File: src/sv/ccr_pkg.sv
// Shared types, widths and saturation helpers for the disc pair collision pipeline.
`timescale 1ns / 1ps

package ccr_pkg;

   localparam int POS_W      = 20;
   localparam int VEL_W      = 16;
   localparam int RAD_W      = 16;
   localparam int ELA_W      = 9;
   localparam int DIFF_W     = POS_W + 1;
   localparam int DX_W       = RAD_W + 2;
   localparam int RSUM_W     = RAD_W + 1;
   localparam int RVEL_W     = VEL_W + 1;
   localparam int F_W        = 11;
   localparam int F_ONE      = 512;
   localparam int F_SHIFT    = 9;
   localparam int SQ_W       = 2 * POS_W;
   localparam int D2_W       = SQ_W + 1;
   localparam int PV_W       = RVEL_W + DIFF_W;
   localparam int VDOT_W     = 36;
   localparam int SQ_IN_W    = 2 * RSUM_W;
   localparam int SQ_OUT_W   = RSUM_W;
   localparam int SQ_STEPS   = RSUM_W;
   localparam int PEN_W      = RSUM_W + 1;
   localparam int DIV_QW     = 19;
   localparam int DIV_NUM_W  = 54;
   localparam int DIV_DEN_W  = 2 * RSUM_W;
   localparam int PIPE_DEPTH = 48;
   localparam int CAPACITY   = PIPE_DEPTH + 2;

   localparam logic [POS_W-1:0]        POS_MAX = '1;
   localparam logic signed [VEL_W-1:0] VEL_MIN = {1'b1, {(VEL_W-1){1'b0}}};
   localparam logic signed [VEL_W-1:0] VEL_MAX = {1'b0, {(VEL_W-1){1'b1}}};

   typedef struct packed {
      logic [POS_W-1:0]        a_pos_x;
      logic [POS_W-1:0]        a_pos_y;
      logic signed [VEL_W-1:0] a_vel_x;
      logic signed [VEL_W-1:0] a_vel_y;
      logic [RAD_W-1:0]        a_radius;
      logic [ELA_W-1:0]        a_elasticity;
      logic [POS_W-1:0]        b_pos_x;
      logic [POS_W-1:0]        b_pos_y;
      logic signed [VEL_W-1:0] b_vel_x;
      logic signed [VEL_W-1:0] b_vel_y;
      logic [RAD_W-1:0]        b_radius;
      logic [ELA_W-1:0]        b_elasticity;
   } req_type;

   typedef struct packed {
      logic [POS_W-1:0]        new_a_pos_x;
      logic [POS_W-1:0]        new_a_pos_y;
      logic signed [VEL_W-1:0] new_a_vel_x;
      logic signed [VEL_W-1:0] new_a_vel_y;
      logic [POS_W-1:0]        new_b_pos_x;
      logic [POS_W-1:0]        new_b_pos_y;
      logic signed [VEL_W-1:0] new_b_vel_x;
      logic signed [VEL_W-1:0] new_b_vel_y;
      logic                    overlapping;
      logic                    coincident;
   } rsp_type;

   typedef struct packed {
      req_type                  pl;
      logic signed [DIFF_W-1:0] dx;
      logic signed [DIFF_W-1:0] dy;
      logic [RSUM_W-1:0]        rsum;
      logic signed [RVEL_W-1:0] rvx;
      logic signed [RVEL_W-1:0] rvy;
      logic [F_W-1:0]           f;
      logic                     overlap;
      logic                     coinc;
      logic                     active;
      logic                     vneg;
      logic [SQ_IN_W-1:0]       d2m;
      logic signed [VDOT_W-1:0] vdot;
   } ctx_type;

   function automatic logic [POS_W-1:0] sat_pos(input logic signed [POS_W+1:0] v);
      logic [POS_W-1:0] r;
      if (v < 0) begin
         r = '0;
      end else if (v > $signed((POS_W+2)'(POS_MAX))) begin
         r = POS_MAX;
      end else begin
         r = v[POS_W-1:0];
      end
      return r;
   endfunction

   function automatic logic signed [VEL_W-1:0] sat_vel(input logic signed [VEL_W+4:0] v);
      logic signed [VEL_W-1:0] r;
      if (v < (VEL_W+5)'(VEL_MIN)) begin
         r = VEL_MIN;
      end else if (v > (VEL_W+5)'(VEL_MAX)) begin
         r = VEL_MAX;
      end else begin
         r = v[VEL_W-1:0];
      end
      return r;
   endfunction

endpackage

File: src/sv/ccr_div.sv
// Pipelined signed divider with round-half-away-from-zero, one quotient bit per stage.
`timescale 1ns / 1ps

module ccr_div import ccr_pkg::*; (
   input  logic                        clock,
   input  logic                        en,
   input  logic signed [DIV_NUM_W-1:0] num,
   input  logic [DIV_DEN_W-1:0]        den,
   output logic signed [DIV_QW:0]      quo
);

   logic [DIV_NUM_W-1:0] rem_ff [0:DIV_QW-1];
   logic [DIV_DEN_W-1:0] den_ff [0:DIV_QW-1];
   logic [DIV_QW-1:0]    q_ff   [0:DIV_QW];
   logic                 neg_ff [0:DIV_QW];
   logic [DIV_NUM_W-1:0] mag_in;

   // Magnitude plus half the divisor in a single adder, using the carry-in for negation.
   assign mag_in = (num[DIV_NUM_W-1] ? ~$unsigned(num) : $unsigned(num))
                 + DIV_NUM_W'(den >> 1) + DIV_NUM_W'(num[DIV_NUM_W-1]);

   always_ff @(posedge clock) begin
      if (en) begin
         rem_ff[0] <= mag_in;
         den_ff[0] <= den;
         q_ff[0]   <= '0;
         neg_ff[0] <= num[DIV_NUM_W-1];
      end
   end

   for (genvar i = 0; i < DIV_QW; i++) begin : g_bit
      logic [DIV_NUM_W-1:0] dsh;
      logic                 fit;
      logic [DIV_QW-1:0]    q_in;

      assign dsh  = DIV_NUM_W'(den_ff[i]) << (DIV_QW - 1 - i);
      assign fit  = rem_ff[i] >= dsh;
      assign q_in = fit ? q_ff[i] | (DIV_QW'(1) << (DIV_QW - 1 - i)) : q_ff[i];

      if (i < DIV_QW - 1) begin : g_carry
         logic [DIV_NUM_W-1:0] rem_in;
         assign rem_in = fit ? rem_ff[i] - dsh : rem_ff[i];
         always_ff @(posedge clock) begin
            if (en) begin
               rem_ff[i+1] <= rem_in;
               den_ff[i+1] <= den_ff[i];
            end
         end
      end

      always_ff @(posedge clock) begin
         if (en) begin
            q_ff[i+1]   <= q_in;
            neg_ff[i+1] <= neg_ff[i];
         end
      end
   end

   assign quo = neg_ff[DIV_QW] ? -$signed({1'b0, q_ff[DIV_QW]})
                               : $signed({1'b0, q_ff[DIV_QW]});

endmodule

File: config.mk
export PLATFORM = sky130hd
export DESIGN_NAME = ccr_div
export DESIGN_NICKNAME = d
export VERILOG_FILES = /design/src/sv/ccr_pkg.sv /design/src/sv/ccr_div.sv
export SDC_FILE = /design/constraint.sdc
export NUM_CORES = 2
export LEC_CHECK = 0
export BUFFER_PORTS_ARGS = -buffer_cell sky130_fd_sc_hd__buf_2
export CAP_MARGIN = 20
export CORE_ASPECT_RATIO = 2
export CORE_MARGIN = 2
export CORE_UTILIZATION = 55
export CTS_BUF_LIST = sky130_fd_sc_hd__clkbuf_4 sky130_fd_sc_hd__clkbuf_8
export CTS_CLUSTER_DIAMETER = 80
export DETAILED_ROUTE_END_ITERATION = 12
export PLACE_DENSITY = 0.76
export SLEW_MARGIN = 10
export SYNTH_ARGS = -nofsm -noshare
export SYNTH_HDL_FRONTEND = slang
export SYNTH_SLANG_ARGS = --single-unit
File: constraint.sdc
create_clock -name clock -period 11.3 [get_ports clock]
set_input_delay 2.26 -clock clock [delete_from_list [all_inputs] [get_ports clock]]
set_output_delay 2.26 -clock clock [all_outputs]
set_load 0.03 [all_outputs]
==> impl_results.md <==
- Clock buffer depth: 4
- Largest net degree at the start of global routing: 201
- Combinational family with the most area after synthesis: compound AO/OA/AOI/OAI gates
- RSZ-0062 raised after global routing: no
- Sequential cell area fraction in the yosys report: 53.2%
- Std cell rows: 228
- Initial DRC Count: 4,115
- CORE AREA: 193,000 um^2
- Clock transition at path regs: 0.06 ns
- Setup_tns: 0 ns
- First-pass GRT wire length: 443 mm
- Synthesis Warnings: 0
- Pre-CTS worst setup slack: 4.46 ns
- Synthesized cell area: 106,000 um^2
- CP endpoint: rem_ff[0][49]
- Clk sinks: 1,882
- Worst r2r src: den_ff[17][2]
- WL/cell: 23.6 um
- Critical Path RT: 11.96 ns
- Ys async rst share: 0%
- Initial core utilization: 55.2%
- Seq cells post-synth: 1,882
- Most frequent cells in the layout: edfxtp_1, a21oi_1, inv_1, nand2_1, ha_1
- Period utilization: 52.5%
- Synth Area in Adders: 8.39%
- PortBufs: 109
- Final Wtd Congestion: 1.00
- Max Clk Rate: 0.169 GHz
- Cells after synthesis: 9,671
- Internal power: 18,200 uW
- Comb pwr share: 44.5%
- WP data arrival: 6.59 ns
- EDFF count, synth: 1,882
- DR pass1 iterations: 8
- ANT nets after route: 0
- Power share of the clock group: 18.7%
- Mean post-synth cell area: 11.0 um^2
- CTS Hold Bufs: 0
- Worst Setup SP: num[53]
- Initial antenna violation count: 6
- Compound-cell area share of the yosys netlist: 14.8%
- Startpoint types: input pin
- Die area: 197,000 um^2
- Clock skew: 0.0544 ns
- Reg-to-reg endpoint: rem_ff[18][40]
- Via/cell ratio: 6.00
- Overflow after GRT: 0
- Total wire length: 298 mm
- Die Ht: 626 um
- Top_reg_cell synth: edfxtp_1
- Net Sw Frac: 39.1%
- Max stage delay on crit path: 0.52 ns
- Vias in the first global route: 81,383
- Max-cap violation count: 0
- Reg2Reg Depth: 14
- Layout cells sized above 1: 8.35%
- PwrDens: 260 nW/um^2
- Yosys cell types: 99
- Kind of critical path: in2reg
- Layout overhead on the synthesized area: 8.43%
- Max Slew Vio Count: 0
- Area share of xor/xnor cells in the synthesized design: 6.91%
- Mux cell area share after synthesis: 1.42%
- Hold crit path type: reg2reg
- Psw: 11,700 uW
- Slew HR: 13.4%
- Leak: 0.0456 uW
- Status: complete, no violations
- DR vias: 75,607
- Post-cts repair resize count: 0
- DRC: 0
- VDD IR max: 0.132 mV
- H-Tree Depth: 5
- Global Route Usage Sum: 30.0%
- Most common cell after layout, fill and taps aside: edfxtp_1
- HPWL after DPL: 232 mm
- Synth Area in Simple Gates: 11.3%
- Final setup fails: 0
- TritonCTS clock tree: built
- Worst-Skew Late Latency: 0.94 ns
- Total CTS buffers: 284
- Reg-to-reg slack, setup: 5.78 ns
- Util after Layout: 59.8%
- Critical path cell sequence: buf_4, xor2_1, ha_1, nand4_1, nor3_1, o211ai_1, a31oi_1, o21ai_0, o21ai_0, o22ai_1, buf_4, nor3_1, mux2i_1, nand2_1, xor2_1
- Final min period: 5.93 ns
- IO Pins: 110
- Worst Path Max Fanout: 22
- CP max-delay cell: o21ai_0
- Syn nets: 10,462
- Final #Nets: 10,668
- Setup Fix Bufs, Post-CTS: 0
- Measured slew at the worst slew-check pin: 1.29 ns
- Sequential Power Share: 36.8%
- CTS Root Buffer Type: clkbuf_8
- Final hold violations: 0
- Die Width: 315 um
- Critical path endpoint category: flip-flop
- Worst setup margin: 5.37 ns
## stage by stage
step	cell area (um^2)	hold slack [ns]	power, uW	instances
detailed placement	110000	0.405	24200	12121
global route	115000	0.401	31600	12608
global placement	110000	0.401	23800	12118
floorplan	106000	0.400	20100	9671
finish	115000	0.400	29900	12608
CTS	115000	0.396	29800	12605
## worst min path at each step
stage	cells after the start	startpoint	to	slack (ns)
finish	0	q_ff[2][53]	q_ff[2][72]	0.40
global route	0	den_ff[13][32]	den_ff[14][32]	0.40
CTS	0	den_ff[13][32]	den_ff[14][32]	0.40
detailed placement	0	neg_ff[2][3]	neg_ff[3][0]	0.40
global placement	0	neg_ff[2][1]	neg_ff[2][2]	0.40
floorplan	0	neg_ff[0][0]	neg_ff[0][1]	0.40
## cells by family (layout without fill, tap and decap cells)
logic type | count (synthesis) | count (layout)
muxes | 135 | 135
other | 0 | 3
buffers and inverters | 1098 | 1502
and+or+nand+nor | 2465 | 2465
DFF | 1882 | 1882
xor gates and xnor gates | 839 | 839
adders and majority gates | 701 | 701
AOI/OAI and AO/OA | 2551 | 2551
## registers in the layout, indices dropped and copies added, names as in the netlist
signal	flops
rem_ff	1026
q_ff	190
den_ff	646
neg_ff	20
## Yosys cell counts (19+ instances only)
library cell	instances	share of area (%)
and2_1	32	0.19
nor2b_1	119	0.70
a21o_1	402	2.8
o21a_1	77	0.54
and4_1	23	0.19
a21boi_0	26	0.18
a31oi_1	88	0.52
fa_1	19	0.36
nor4_1	96	0.57
inv_1	834	2.9
xnor2_1	469	3.9
o211ai_1	45	0.32
o21bai_1	87	0.61
nand2_1	740	2.6
nand3_1	162	0.76
nand4_1	145	0.85
or2_2	23	0.14
or4_1	41	0.29
edfxtp_1	1882	53
xor2_1	370	3.0
nor2_1	591	2.1
mux2_2	125	1.3
o21ai_0	638	3.0
ha_1	682	8.0
nand2b_1	104	0.61
nor3_1	150	0.71
or3_1	60	0.35
clkbuf_1	204	0.72
a21oi_1	844	4.0
nor4b_1	24	0.20
a211oi_1	55	0.39
nand3b_1	24	0.17
o31ai_1	41	0.29
and3_1	70	0.41
buf_2	39	0.18
## routing by layer
metal  up-vias  wire length (um)  track usage (%)
li1      35931                 -                -
met1     36285             72700             18.5
met2      2172            175000             63.0
met3      1215              9110             3.86
met4         4             40600             35.0
met5         -                32                0
## power groups by stage
| stage | clock network [uW] | registers, uW | logic (uW) |
|---|---|---|---|
| final | 5600 | 11000 | 13300 |
| after detailed placement | 0 | 11100 | 13100 |
| after floorplan | 0 | 10800 | 9390 |
| after global placement | 0 | 11000 | 12800 |
| after CTS | 5690 | 11000 | 13100 |
| after global routing | 5950 | 11200 | 14500 |
## critical path: cells and delay by family
kind / cells / cell delay, ns
compound gates: 5 / 1.75
buf+inv: 2 / 0.53
simple gates: 4 / 1.04
xor+xnor: 2 / 0.29
mux: 1 / 0.22
fa+ha+maj: 1 / 0.44
## cell type report
type	count	area (um^2)
Inverter	836	3140
Timing Repair Buffer	182	1220
Clock inverter	98	692
Tap cell	2530	3170
Fill cell	15429	77300
Multi-Input combinational cell	6691	45800
Sequential cell	1882	56500
Clock buffer	386	4740
Antenna cell	3	7.51
Note: power is estimated with default switching activity, not from simulation.
