==> config.mk <==
export PLATFORM = sky130hd
export DESIGN_NAME = ccr_sqrt
export DESIGN_NICKNAME = d
export VERILOG_FILES = /design/src/sv/ccr_pkg.sv /design/src/sv/ccr_sqrt.sv
export SDC_FILE = /design/constraint.sdc
export NUM_CORES = 1
export LEC_CHECK = 0
export CORE_UTILIZATION = 31
export CTS_BUF_LIST = sky130_fd_sc_hd__clkbuf_2
export CTS_CLUSTER_DIAMETER = 50
export CTS_CLUSTER_SIZE = 20
export DETAILED_ROUTE_END_ITERATION = 6
export DONT_BUFFER_PORTS = 1
export HOLD_SLACK_MARGIN = 0.03
export MAX_ROUTING_LAYER = met4
export PLACE_DENSITY = 0.45
export SYNTH_ARGS = -nofsm -noshare
export SYNTH_HDL_FRONTEND = slang
export SYNTH_SLANG_ARGS = --single-unit
==> constraint.sdc <==
create_clock -name clock -period 3.8 [get_ports clock]
set_clock_uncertainty 0.15 [all_clocks]
set_input_delay 0 -clock clock [delete_from_list [all_inputs] [get_ports clock]]
set_output_delay 0 -clock clock [all_outputs]
set_load 0.005 [all_outputs]
==> src/sv/ccr_pkg.sv <==
// Shared types, widths and saturation helpers for the disc pair collision pipeline.
`timescale 1ns / 1ps

package ccr_pkg;

   localparam int POS_W      = 20;
   localparam int VEL_W      = 16;
   localparam int RAD_W      = 16;
   localparam int ELA_W      = 9;
   localparam int DIFF_W     = POS_W + 1;
   localparam int DX_W       = RAD_W + 2;
   localparam int RSUM_W     = RAD_W + 1;
   localparam int RVEL_W     = VEL_W + 1;
   localparam int F_W        = 11;
   localparam int F_ONE      = 512;
   localparam int F_SHIFT    = 9;
   localparam int SQ_W       = 2 * POS_W;
   localparam int D2_W       = SQ_W + 1;
   localparam int PV_W       = RVEL_W + DIFF_W;
   localparam int VDOT_W     = 36;
   localparam int SQ_IN_W    = 2 * RSUM_W;
   localparam int SQ_OUT_W   = RSUM_W;
   localparam int SQ_STEPS   = RSUM_W;
   localparam int PEN_W      = RSUM_W + 1;
   localparam int DIV_QW     = 19;
   localparam int DIV_NUM_W  = 54;
   localparam int DIV_DEN_W  = 2 * RSUM_W;
   localparam int PIPE_DEPTH = 48;
   localparam int CAPACITY   = PIPE_DEPTH + 2;

   localparam logic [POS_W-1:0]        POS_MAX = '1;
   localparam logic signed [VEL_W-1:0] VEL_MIN = {1'b1, {(VEL_W-1){1'b0}}};
   localparam logic signed [VEL_W-1:0] VEL_MAX = {1'b0, {(VEL_W-1){1'b1}}};

   typedef struct packed {
      logic [POS_W-1:0]        a_pos_x;
      logic [POS_W-1:0]        a_pos_y;
      logic signed [VEL_W-1:0] a_vel_x;
      logic signed [VEL_W-1:0] a_vel_y;
      logic [RAD_W-1:0]        a_radius;
      logic [ELA_W-1:0]        a_elasticity;
      logic [POS_W-1:0]        b_pos_x;
      logic [POS_W-1:0]        b_pos_y;
      logic signed [VEL_W-1:0] b_vel_x;
      logic signed [VEL_W-1:0] b_vel_y;
      logic [RAD_W-1:0]        b_radius;
      logic [ELA_W-1:0]        b_elasticity;
   } req_type;

   typedef struct packed {
      logic [POS_W-1:0]        new_a_pos_x;
      logic [POS_W-1:0]        new_a_pos_y;
      logic signed [VEL_W-1:0] new_a_vel_x;
      logic signed [VEL_W-1:0] new_a_vel_y;
      logic [POS_W-1:0]        new_b_pos_x;
      logic [POS_W-1:0]        new_b_pos_y;
      logic signed [VEL_W-1:0] new_b_vel_x;
      logic signed [VEL_W-1:0] new_b_vel_y;
      logic                    overlapping;
      logic                    coincident;
   } rsp_type;

   typedef struct packed {
      req_type                  pl;
      logic signed [DIFF_W-1:0] dx;
      logic signed [DIFF_W-1:0] dy;
      logic [RSUM_W-1:0]        rsum;
      logic signed [RVEL_W-1:0] rvx;
      logic signed [RVEL_W-1:0] rvy;
      logic [F_W-1:0]           f;
      logic                     overlap;
      logic                     coinc;
      logic                     active;
      logic                     vneg;
      logic [SQ_IN_W-1:0]       d2m;
      logic signed [VDOT_W-1:0] vdot;
   } ctx_type;

   function automatic logic [POS_W-1:0] sat_pos(input logic signed [POS_W+1:0] v);
      logic [POS_W-1:0] r;
      if (v < 0) begin
         r = '0;
      end else if (v > $signed((POS_W+2)'(POS_MAX))) begin
         r = POS_MAX;
      end else begin
         r = v[POS_W-1:0];
      end
      return r;
   endfunction

   function automatic logic signed [VEL_W-1:0] sat_vel(input logic signed [VEL_W+4:0] v);
      logic signed [VEL_W-1:0] r;
      if (v < (VEL_W+5)'(VEL_MIN)) begin
         r = VEL_MIN;
      end else if (v > (VEL_W+5)'(VEL_MAX)) begin
         r = VEL_MAX;
      end else begin
         r = v[VEL_W-1:0];
      end
      return r;
   endfunction

endpackage

==> src/sv/ccr_sqrt.sv <==
// Pipelined integer square root, one result bit per register stage.
`timescale 1ns / 1ps

module ccr_sqrt import ccr_pkg::*; (
   input  logic                clock,
   input  logic                en,
   input  logic [SQ_IN_W-1:0]  rad,
   output logic [SQ_OUT_W-1:0] root
);

   logic [SQ_IN_W-1:0] v_ff [1:SQ_STEPS-1];
   logic [SQ_IN_W-1:0] r_ff [1:SQ_STEPS];

   for (genvar k = 0; k < SQ_STEPS; k++) begin : g_step
      logic [SQ_IN_W-1:0] v_cur;
      logic [SQ_IN_W-1:0] r_cur;
      logic [SQ_IN_W-1:0] r_in;
      logic [SQ_IN_W:0]   bit_v;
      logic [SQ_IN_W:0]   trial;
      logic               fit;

      if (k == 0) begin : g_first
         assign v_cur = rad;
         assign r_cur = '0;
      end else begin : g_next
         assign v_cur = v_ff[k];
         assign r_cur = r_ff[k];
      end

      assign bit_v = (SQ_IN_W+1)'(1) << (2 * (SQ_STEPS - 1 - k));
      assign trial = {1'b0, r_cur} + bit_v;
      assign fit   = {1'b0, v_cur} >= trial;
      assign r_in  = fit ? (r_cur >> 1) + bit_v[SQ_IN_W-1:0] : r_cur >> 1;

      if (k < SQ_STEPS - 1) begin : g_rem
         logic [SQ_IN_W-1:0] v_in;
         assign v_in = fit ? v_cur - trial[SQ_IN_W-1:0] : v_cur;
         always_ff @(posedge clock) begin
            if (en) begin
               v_ff[k+1] <= v_in;
            end
         end
      end

      always_ff @(posedge clock) begin
         if (en) begin
            r_ff[k+1] <= r_in;
         end
      end
   end

   assign root = r_ff[SQ_STEPS][SQ_OUT_W-1:0];

endmodule

==> results.tsv, run 1 <==
metric	value	unit
GPL Wtd Cong	0.863	
maxcap violations	0	
setup TNS	0	ns
Least-Margin Pin Slew	3.22	ns
number of antenna violations at the first check in global routing	2	
ys flop type	edfxtp_1	
FF-to-FF path depth	8	
PD cells	496	mW/mm²
hold-fix buffers at CTS	120	
CTS root buf	clkbuf_2	
core box area	0.105	mm²
die area	0.108	mm²
slew margin rel.	-115	%
Clock Latency Late Sink	1.31	ns
fmax	286	MHz
Worst Hold Launch	en	
main area contributors after synthesis	edfxtp_1 (64%), ha_1 (6.3%), xnor2_1 (2.7%)	
CTS tree	done	
number of flops mapped to enable cells by yosys	697	
grt ovf	0	
Vert. Die Dim	328	µm
FP Rows	119	
synth unique cells	78	
crit-path cells	inv_1 -> ha_1 -> nand3_1 -> or4_1 -> o211ai_1 -> nand2b_1 -> or3b_2 -> mux2_2	
RSZ-0062 raised after global routing	no	
crit-path max cell delay	0.62	ns
Core Util, Final	35.6	%
hold endpoint	r_ff[0][295]	
CP required	4.56	ns
post-synthesis sequential element count	697	
Post-Syn Instances	2524	
fillers	10200	
Max VDD drop	0.000349	V
Hold Fails Final Rpt	248	
CTS Buf Count	94	
CTS resizes	0	
crit path time final	3.50	ns
worst setup path class	flop to flop	
initial DRC count	1275	
first-pass GRT wire length	116	mm
clk buf depth	3	
# clock sinks	697	
Startpoint Class	flop	
reg2reg start	r_ff[0][517]	
TritonRoute pass-1 iters	5	
hpwl dp	53.2	mm
final worst-path cycle share	92.1	%
Port Buf Inserts	0	
H-tree Lvls	3	
syn nets	2726	
GRT Util Overall	14.2	%
clk slew on worst S/H paths	0.22	ns
R2R Setup Slk	0.30	ns
violated checks	hold timing, slew limit	
yosys warns	0	
status	finished with violations	
drt total wl	74.9	mm
drt drc	0	
multi-input logic area	0.0111	mm²
number of global-route vias before repair	21000	
Synth area leader	edfxtp_1	
ANT nets after route	0	
Total Nets Final	2938	
vias per cell	4.83	
Max Slew Vio Count	566	
cell area after synthesis	0.0329	mm²
number of top-level pins	53	
Post-CTS Repair Setup Buffers	0	
worst hold stages	0	
crit path max fanout	27	
pin count of the biggest net entering global routing	698	
Hold Path Class	input pin to flop	
area delta synth->final	13.7	%
CP max-delay cell	or4_1	
die width	328	µm
# setup viols final	0	
sequential area share after synthesis	63.5	%
area share of the largest cell type after synthesis	63.5	%
share of cells above drive strength 1	9.84	%
critical path endpoint category	flop	
Critical Path Source	r_ff[0][517]	
syn avg cell area	13.0	µm²
Sequential Area	0.0209	mm²
via count	20400	
Critical R2R Capture	v_ff[0][561]	
async set-reset flop share out of synthesis	0	%
initial core utilization	31.3	%
P_leak	13.9	nW
CP Data Arrival Time	4.26	ns
worst hold slack	-1.07	ns
Avg WL per Cell	17.8	µm
metrics by stage:
stage,cell area (µm²),worst slack [ns],instances,power (mW)
3_3_place_gp,34800,0.406,3911,13.6
4_1_cts,37400,0.237,4206,18.8
6_report,37400,0.298,4211,18.6
5_1_grt,37400,0.0771,4211,19.5
3_5_place_dp,34800,0.351,3911,13.6
2_1_floorplan,32900,0.681,2524,12.6
logic make-up after synthesis:
| group | after synthesis | synth area share (%) |
|---|---|---|
| XOR/XNOR | 204 | 5.42 |
| adder cells (fa/ha/maj) | 166 | 6.31 |
| AO/OA/AOI/OAI | 453 | 8.85 |
| AND/OR/NAND/NOR | 712 | 11.5 |
| flip-flops | 697 | 63.5 |
| buffers and inverters | 245 | 2.80 |
| multiplexers | 47 | 1.55 |
cells in the mapped netlist (23+ instances only):
master,number
edfxtp_1,697
inv_1,210
ha_1,166
nand2_1,158
nor2_1,128
o21ai_0,125
a21oi_1,110
xnor2_1,102
xor2_1,102
nor3_1,77
nor4_1,69
nand2b_1,33
o21a_1,32
or4_1,32
mux2_2,31
nand3_1,31
clkbuf_1,30
a21o_1,29
nand4_1,29
or3_1,28
nor2b_1,23
sequential cells by signal (all words and copies together) (netlist names):
name and count:
v_ff 544, r_ff 153
area by class of cell:
type,count,share of cell area (%)
Sequential cell,697,55.9
Multi-Input combinational cell,1582,29.6
Tap cell,1391,4.65
Timing Repair Buffer,150,3.88
Clock inverter,78,2.47
Inverter,211,2.12
Clock buffer,97,1.30
Antenna cell,5,0.0334
worst max-delay path by stage:
stage	to
after floorplan	v_ff[0][373]
after global placement	v_ff[0][550]
after detailed placement	v_ff[0][552]
after CTS	v_ff[0][561]
after global routing	v_ff[0][500]
final	v_ff[0][561]
worst max-delay path: cells and delay by family (launching register included):
family / cells / cell delay, ns
AND/OR/NAND/NOR: 4 / 1.44
flip-flops: 1 / 0.42
adder cells (fa/ha/maj): 1 / 0.42
multiplexers: 1 / 0.41
AO/OA/AOI/OAI: 1 / 0.33
buffers and inverters: 1 / 0.06
layer usage:
metal | wire (µm) | track usage [%]
met3 | 2310 | 2.47
met4 | 3200 | 6.23
met2 | 39100 | 25.8
met1 | 30300 | 15.1
met5 | 0 | -
power breakdown:
group          leakage, nW  internal, mW  switching [mW]  total, mW
combinational         6.36          1.49            1.74       3.23
sequential            6.68          9.63           0.703       10.3
clock                0.835          1.82            3.17       4.99
total                 13.9          12.9            5.61       18.6
placed cells by master, fill, tap and decap left out, types with 17 or more instances in the layout:
master / count
or4_1: 32
o21a_1: 32
or3_1: 28
edfxtp_1: 697
nor3_1: 77
a21oi_1: 110
a21o_1: 29
nor2_1: 128
nand4_1: 29
o31ai_1: 17
nand2b_1: 33
nor4_1: 69
mux2_2: 31
or2_2: 22
xnor2_1: 102
dlygate4sd3_1: 120
o21ai_0: 125
ha_1: 166
inv_1: 210
nand2_1: 158
buf_4: 28
xor2_1: 102
a211oi_1: 22
nor2b_1: 23
clkbuf_2: 97
nand3_1: 31
No activity file was read; power rests on OpenSTA's default activity.
==> run 2, diff against run 1 <==
Settings changed: MAX_ROUTING_LAYER met4 to not set, REMOVE_ABC_BUFFERS set to 1, TNS_END_PERCENT set to 5.
==> run 2 against run 1 <==
The flow finishes with violations (DRC, hold timing, slew limit). Critical path type unchanged. Global-route usage shrank 0.59 points. Utilization is essentially flat. Critical endpoint is now v_ff[0][550]. Largest power group unchanged. Critical path depth shrank 1.
==> results.tsv, run 2 (synthesized netlist as in run 1, its figures left out) <==
metric	value	unit	change
status	finished with violations		
violated checks	DRC, hold timing, slew limit		
Hold Fails Final Rpt	399		+61%
Total Nets Final	2935		-0.10%
initial core utilization	31.3	%	unchanged
pin count of the biggest net entering global routing	698		unchanged
Avg WL per Cell	17.5	µm	-1.7%
# setup viols final	0		unchanged
clk slew on worst S/H paths	0.26	ns	+0.04 ns
worst slack, placed	0.142	ns	-0.209 ns
CTS tree	done		
PnR Total Power	18.5	mW	-0.54%
GPL Wtd Cong	0.893		+3.5%
grt ovf	0		unchanged
critical path endpoint category	flop		
hold endpoint	v_ff[0][303]		
Critical R2R Capture	v_ff[0][550]		
PD cells	493	mW/mm²	-0.44%
R2R Setup Slk	0.27	ns	-0.03 ns
core box area	0.105	mm²	unchanged
Port Buf Inserts	0		unchanged
max reg flops	544		unchanged
Sw Share	29.9	%	-0.28 points
commonest non-fill, non-tap cells in the layout	edfxtp_1 (697), inv_1 (210), ha_1 (166)		
Critical Path Source	v_ff[0][515]		
die width	328	µm	unchanged
clk buf depth	3		unchanged
CTS Buf Count	93		-1.1%
first-pass GRT wire length	115	mm	-0.62%
Clock Latency Late Sink	1.27	ns	-0.04 ns
slew margin rel.	-95.3	%	+19 points
ANT nets after route	0		unchanged
via count	20300		-0.13%
reg2reg start	v_ff[0][515]		
Max VDD drop	0.000278	V	-21%
Hold Path Class	input pin to flop		
RSZ-0062 raised after global routing	no		
internal cell power	12.9	mW	-0.13%
setup TNS	0	ns	unchanged
TritonRoute pass-1 iters	7		+2
Biggest register	v_ff		
Worst Hold Launch	en		
crit path time final	3.53	ns	+0.0293 ns
H-tree Lvls	3		unchanged
die area	0.108	mm²	unchanged
worst hold stages	0		unchanged
hold-fix buffers at CTS	121		+0.83%
Max Slew Vio Count	619		+9.4%
crit-path max cell delay	0.80	ns	+0.18 ns
CP Data Arrival Time	4.34	ns	+0.08 ns
FF-to-FF path depth	7		-1
slack of the critical path	0.269	ns	-0.0293 ns
number of antenna violations at the first check in global routing	2		unchanged
P_leak	13.9	nW	-0.11%
Least-Margin Pin Slew	2.93	ns	-0.291 ns
biggest regs	v_ff (544), r_ff (153)		
combinational share of power	17.3	%	about the same
Startpoint Class	flop		
share of cells above drive strength 1	9.95	%	+0.11 points
Post-CTS Repair Setup Buffers	0		unchanged
area delta synth->final	13.5	%	
hpwl dp	51.7	mm	-2.8%
# clock sinks	697		unchanged
worst hold slack	-1.21	ns	-0.139 ns
CTS root buf	clkbuf_2		
worst setup path class	flop to flop		
fmax	283	MHz	-0.83%
crit path max fanout	27		unchanged
P_sw	5.53	mW	-1.5%
commonest non-fill, non-tap cell in the layout	edfxtp_1		
crit-path cells	ha_1 -> a21oi_1 -> a21o_1 -> a31oi_1 -> o21ai_0 -> or3b_2 -> mux2_2		
Reg power frac	55.9	%	+0.2 points
vias per cell	4.83		about the same
GRT Util Overall	13.7	%	-0.59 points
Vert. Die Dim	328	µm	unchanged
CP required	4.61	ns	+0.05 ns
initial DRC count	1157		-9.3%
number of global-route vias before repair	21200		+0.96%
FP Rows	119		unchanged
CP max-delay cell	or3b_2		
maxcap violations	0		unchanged
number of top-level pins	53		unchanged
drt drc	3		+3
final worst-path cycle share	92.9	%	+0.77 points
Clk pwr share	26.8	%	about the same
drt total wl	73.6	mm	-1.8%
==> run 2: cell count changes in the layout (fill, tap and decap cells not counted), sizes merged <==
cell	before	now
buf	30	27
clkbuf	97	100
clkinv	33	32
clkinvlp	8	9
dlygate4sd3	120	121
inv	236	233
==> run 2: power groups by stage <==
stage          clock [mW]  combinational [mW]  sequential [mW]
2_1_floorplan           0                2.39             10.2
3_3_place_gp            0                3.03             10.5
3_5_place_dp            0                3.08             10.5
4_1_cts              5.20                3.20             10.3
5_1_grt              5.47                3.57             10.4
6_report             4.95                3.19             10.3
==> run 2: area by class of cell <==
cell class	count	area (µm²)
Tap cell	1391	1740
Fill cell	10200	67900
Multi-Input combinational cell	1582	11100
Inverter	211	792
Sequential cell	697	20900
Clock inverter	75	910
Timing Repair Buffer	148	1410
Clock buffer	100	500
Antenna cell	5	12.5
==> run 2: per-layer routing <==
metal | vias to the layer above | track usage, % | share of wire, %
li1 | 9984 | - | -
met1 | 9820 | 14.1 | 39
met2 | 369 | 26.8 | 55
met3 | 154 | 2.58 | 3.3
met4 | 0 | 5.22 | 3.6
met5 | - | 0 | 0
==> run 2: critical path: cells and delay by family (launching register included) <==
family                   cells  cell delay, ns
AO/OA/AOI/OAI                4            1.09
adder cells (fa/ha/maj)      1            0.39
flip-flops                   1            0.45
multiplexers                 1            0.38
AND/OR/NAND/NOR              1            0.80
==> run 2: what timing repair did <==
| action | in CTS | in global routing |
|---|---|---|
| hold endpoints to repair | 732 | 697 |
| setup endpoints to repair | 0 | 8 |
| gates resized for setup | 0 | 1 |
==> run 2: worst max-delay path by stage <==
stage                         endpoint  cells after the start
final                     v_ff[0][550]                      7
after global routing      v_ff[0][550]                      7
after CTS                 v_ff[0][524]                      8
after detailed placement  v_ff[0][521]                      7
after global placement    v_ff[0][538]                      8
after floorplan           v_ff[0][373]                      8
==> run 2: stage by stage <==
| stage | util (%) | instances | instance area (µm²) |
|---|---|---|---|
| CTS | 35.5 | 4204 | 37400 |
| finish | 35.5 | 4209 | 37400 |
| global route | 35.5 | 4207 | 37400 |
| global placement | 33.0 | 3908 | 34800 |
| detailed placement | 33.0 | 3908 | 34800 |
| floorplan | - | 2490 | 32800 |
==> run 3, diff against run 2 <==
Settings changed: CORE_UTILIZATION 31 to 66, PLACE_DENSITY 0.45 to 0.82.
==> run 3 against run 2 <==
The run ends with hold timing, slew limit left. Clock power is 24% lower. Worst setup slack got worse by 0.073 ns. Total power decreased by 5.5%. Register-to-register slack worse by 0.07 ns. Sequential cell count stayed put. Utilization increased by 37 points. Wire length up 1.1%. Sequential share of layout area rose by 2.7 points. Critical path type unchanged. Critical endpoint is now v_ff[0][521].
==> results.tsv, run 3 (synthesized netlist as in run 1, its figures left out) <==
metric	value	unit	change
P_leak	13.4	nW	-3.1%
GPL Wtd Cong	0.908		+1.7%
vias per cell	6.25		+29%
Hold Path Class	input pin to flop		
grt met1 use	35.0	%	+21 points
CP required	4.61	ns	about the same
pin count of the biggest net entering global routing	698		unchanged
ANT nets after route	0		unchanged
biggest regs	v_ff (544), r_ff (153)		
Avg WL per Cell	21.9	µm	+26%
maxcap violations	0		unchanged
fillers	3151		-69%
TritonRoute pass-1 iters	6		-1
critical path endpoint category	flop		
die area	0.0508	mm²	-53%
RSZ-0062 raised after global routing	no		
clk buf depth	3		unchanged
drt total wl	74.4	mm	+1.1%
Clk pwr share	21.6	%	-5.2 points
number of top-level pins	53		unchanged
max reg flops	544		unchanged
multi-input logic area	0.0111	mm²	about the same
P_sw	5.30	mW	-4.1%
CP Data Arrival Time	4.41	ns	+0.07 ns
Total Nets Final	2879		-1.9%
Reg power frac	59.4	%	+3.5 points
initial DRC count	2090		+81%
internal cell power	12.1	mW	-6.2%
Max VDD drop	0.000458	V	+65%
setup TNS	0	ns	unchanged
grt ovf	0		unchanged
# clock sinks	697		unchanged
slew margin rel.	-4.44	%	+91 points
worst hold slack	-1.24	ns	-0.0370 ns
first-pass GRT wire length	114	mm	-1.6%
H-tree Lvls	2		-1
initial core utilization	67.1	%	+36 points
clk slew on worst S/H paths	0.33	ns	+0.07 ns
combinational share of power	18.9	%	+1.6 points
hpwl dp	48.9	mm	-5.3%
drt drc	0		-3
Hold Fails Final Rpt	697		+75%
share of cells above drive strength 1	7.46	%	-2.5 points
PD cells	488	mW/mm²	-1.1%
number of antenna violations at the first check in global routing	3		+1
fmax	277	MHz	-2.0%
met3 usage	4.51	%	+1.9 points
Port Buf Inserts	0		unchanged
area delta synth->final	8.41	%	
Vert. Die Dim	225	µm	-31%
CTS tree	done		
number of global-route vias before repair	20600		-2.8%
commonest non-fill, non-tap cells in the layout	edfxtp_1 (697), inv_1 (210), ha_1 (166)		
Least-Margin Pin Slew	1.57	ns	-1.36 ns
grt met2 use	52.9	%	+26 points
Most Used Layer, Global Route	met2		
via count	21200		+4.3%
CTS root buf	clkbuf_2		
CTS Buf Count	57		-39%
Max Slew Vio Count	62		-90%
Startpoint Class	flop		
Biggest register	v_ff		
commonest non-fill, non-tap cell in the layout	edfxtp_1		
final worst-path cycle share	94.8	%	+1.9 points
core box area	0.0491	mm²	-53%
crit path max fanout	24		-11%
violated checks	hold timing, slew limit		
crit path time final	3.60	ns	+0.0728 ns
hold-fix buffers at CTS	104		-14%
Sw Share	30.4	%	+0.46 points
PnR Total Power	17.4	mW	-5.5%
Sequential Area	0.0209	mm²	unchanged
FP Rows	81		-32%
status	finished with violations		
# setup viols final	0		unchanged
worst setup path class	flop to flop		
die width	225	µm	-31%
Clock Latency Late Sink	1.29	ns	+0.02 ns
GRT Util Overall	29.5	%	+16 points
==> run 3: layer usage <==
| layer | vias to the layer above | routed length [µm] |
|---|---|---|
| met2 | 895 | 38100 |
| li1 | 9832 | - |
| met4 | 0 | 3460 |
| met3 | 215 | 4360 |
| met5 | - | 0 |
| met1 | 10300 | 28400 |
==> run 3: area by class of cell <==
class	instances	area share, %
sequential	697	58.6
antenna	6	0.0420
inverter	211	2.22
tap	664	2.33
multi-input combinational	1582	31.1
clock inverter	43	1.43
clock buffer	60	0.841
timing repair buffer	128	3.42
==> run 3: critical path, cell delays in order, from the launching register on <==
cell      delay (ns)
edfxtp_1        0.43
inv_1           0.05
ha_1            0.43
and4_1          0.34
nand4_1         0.10
o31ai_1         0.65
or3_1           0.20
a211o_1         0.26
buf_4           0.34
mux2_2          0.40
==> run 3: power groups by stage <==
stage	clock (mW)	combinational [mW]	sequential, mW
global placement	0	2.97	10.5
detailed placement	0	3.08	10.5
finish	3.77	3.30	10.4
floorplan	0	2.39	10.2
global route	4.09	3.61	10.4
CTS	3.75	3.19	10.3
==> run 3: through the flow <==
step	utilization, %	worst slack [ns]	cells	instance area [µm²]
floorplan	-	0.0573	2490	32800
global placement	69.0	0.322	3178	33800
detailed placement	69.0	0.285	3178	33800
CTS	72.7	0.182	3385	35700
global route	72.8	0.0489	3391	35700
finish	72.8	0.196	3391	35700
==> run 3: final timing paths <==
| kind | from | to | slack [ns] | cells past startpoint |
|---|---|---|---|---|
| setup / recovery | r_ff[0][491] | v_ff[0][521] | 0.20 | 9 |
| setup reg to reg | r_ff[0][491] | v_ff[0][521] | 0.20 | 9 |
| hold reg to reg | v_ff[0][445] | v_ff[0][479] | 0.24 | 0 |
| hold / removal | en | v_ff[0][301] | -1.24 | 0 |
==> run 3: repair_timing <==
action                                  CTS  global route
buffers inserted                          0             0
hold endpoints to repair                732           697
endpoints found under the setup margin    0             3
gates resized for setup                   0             3
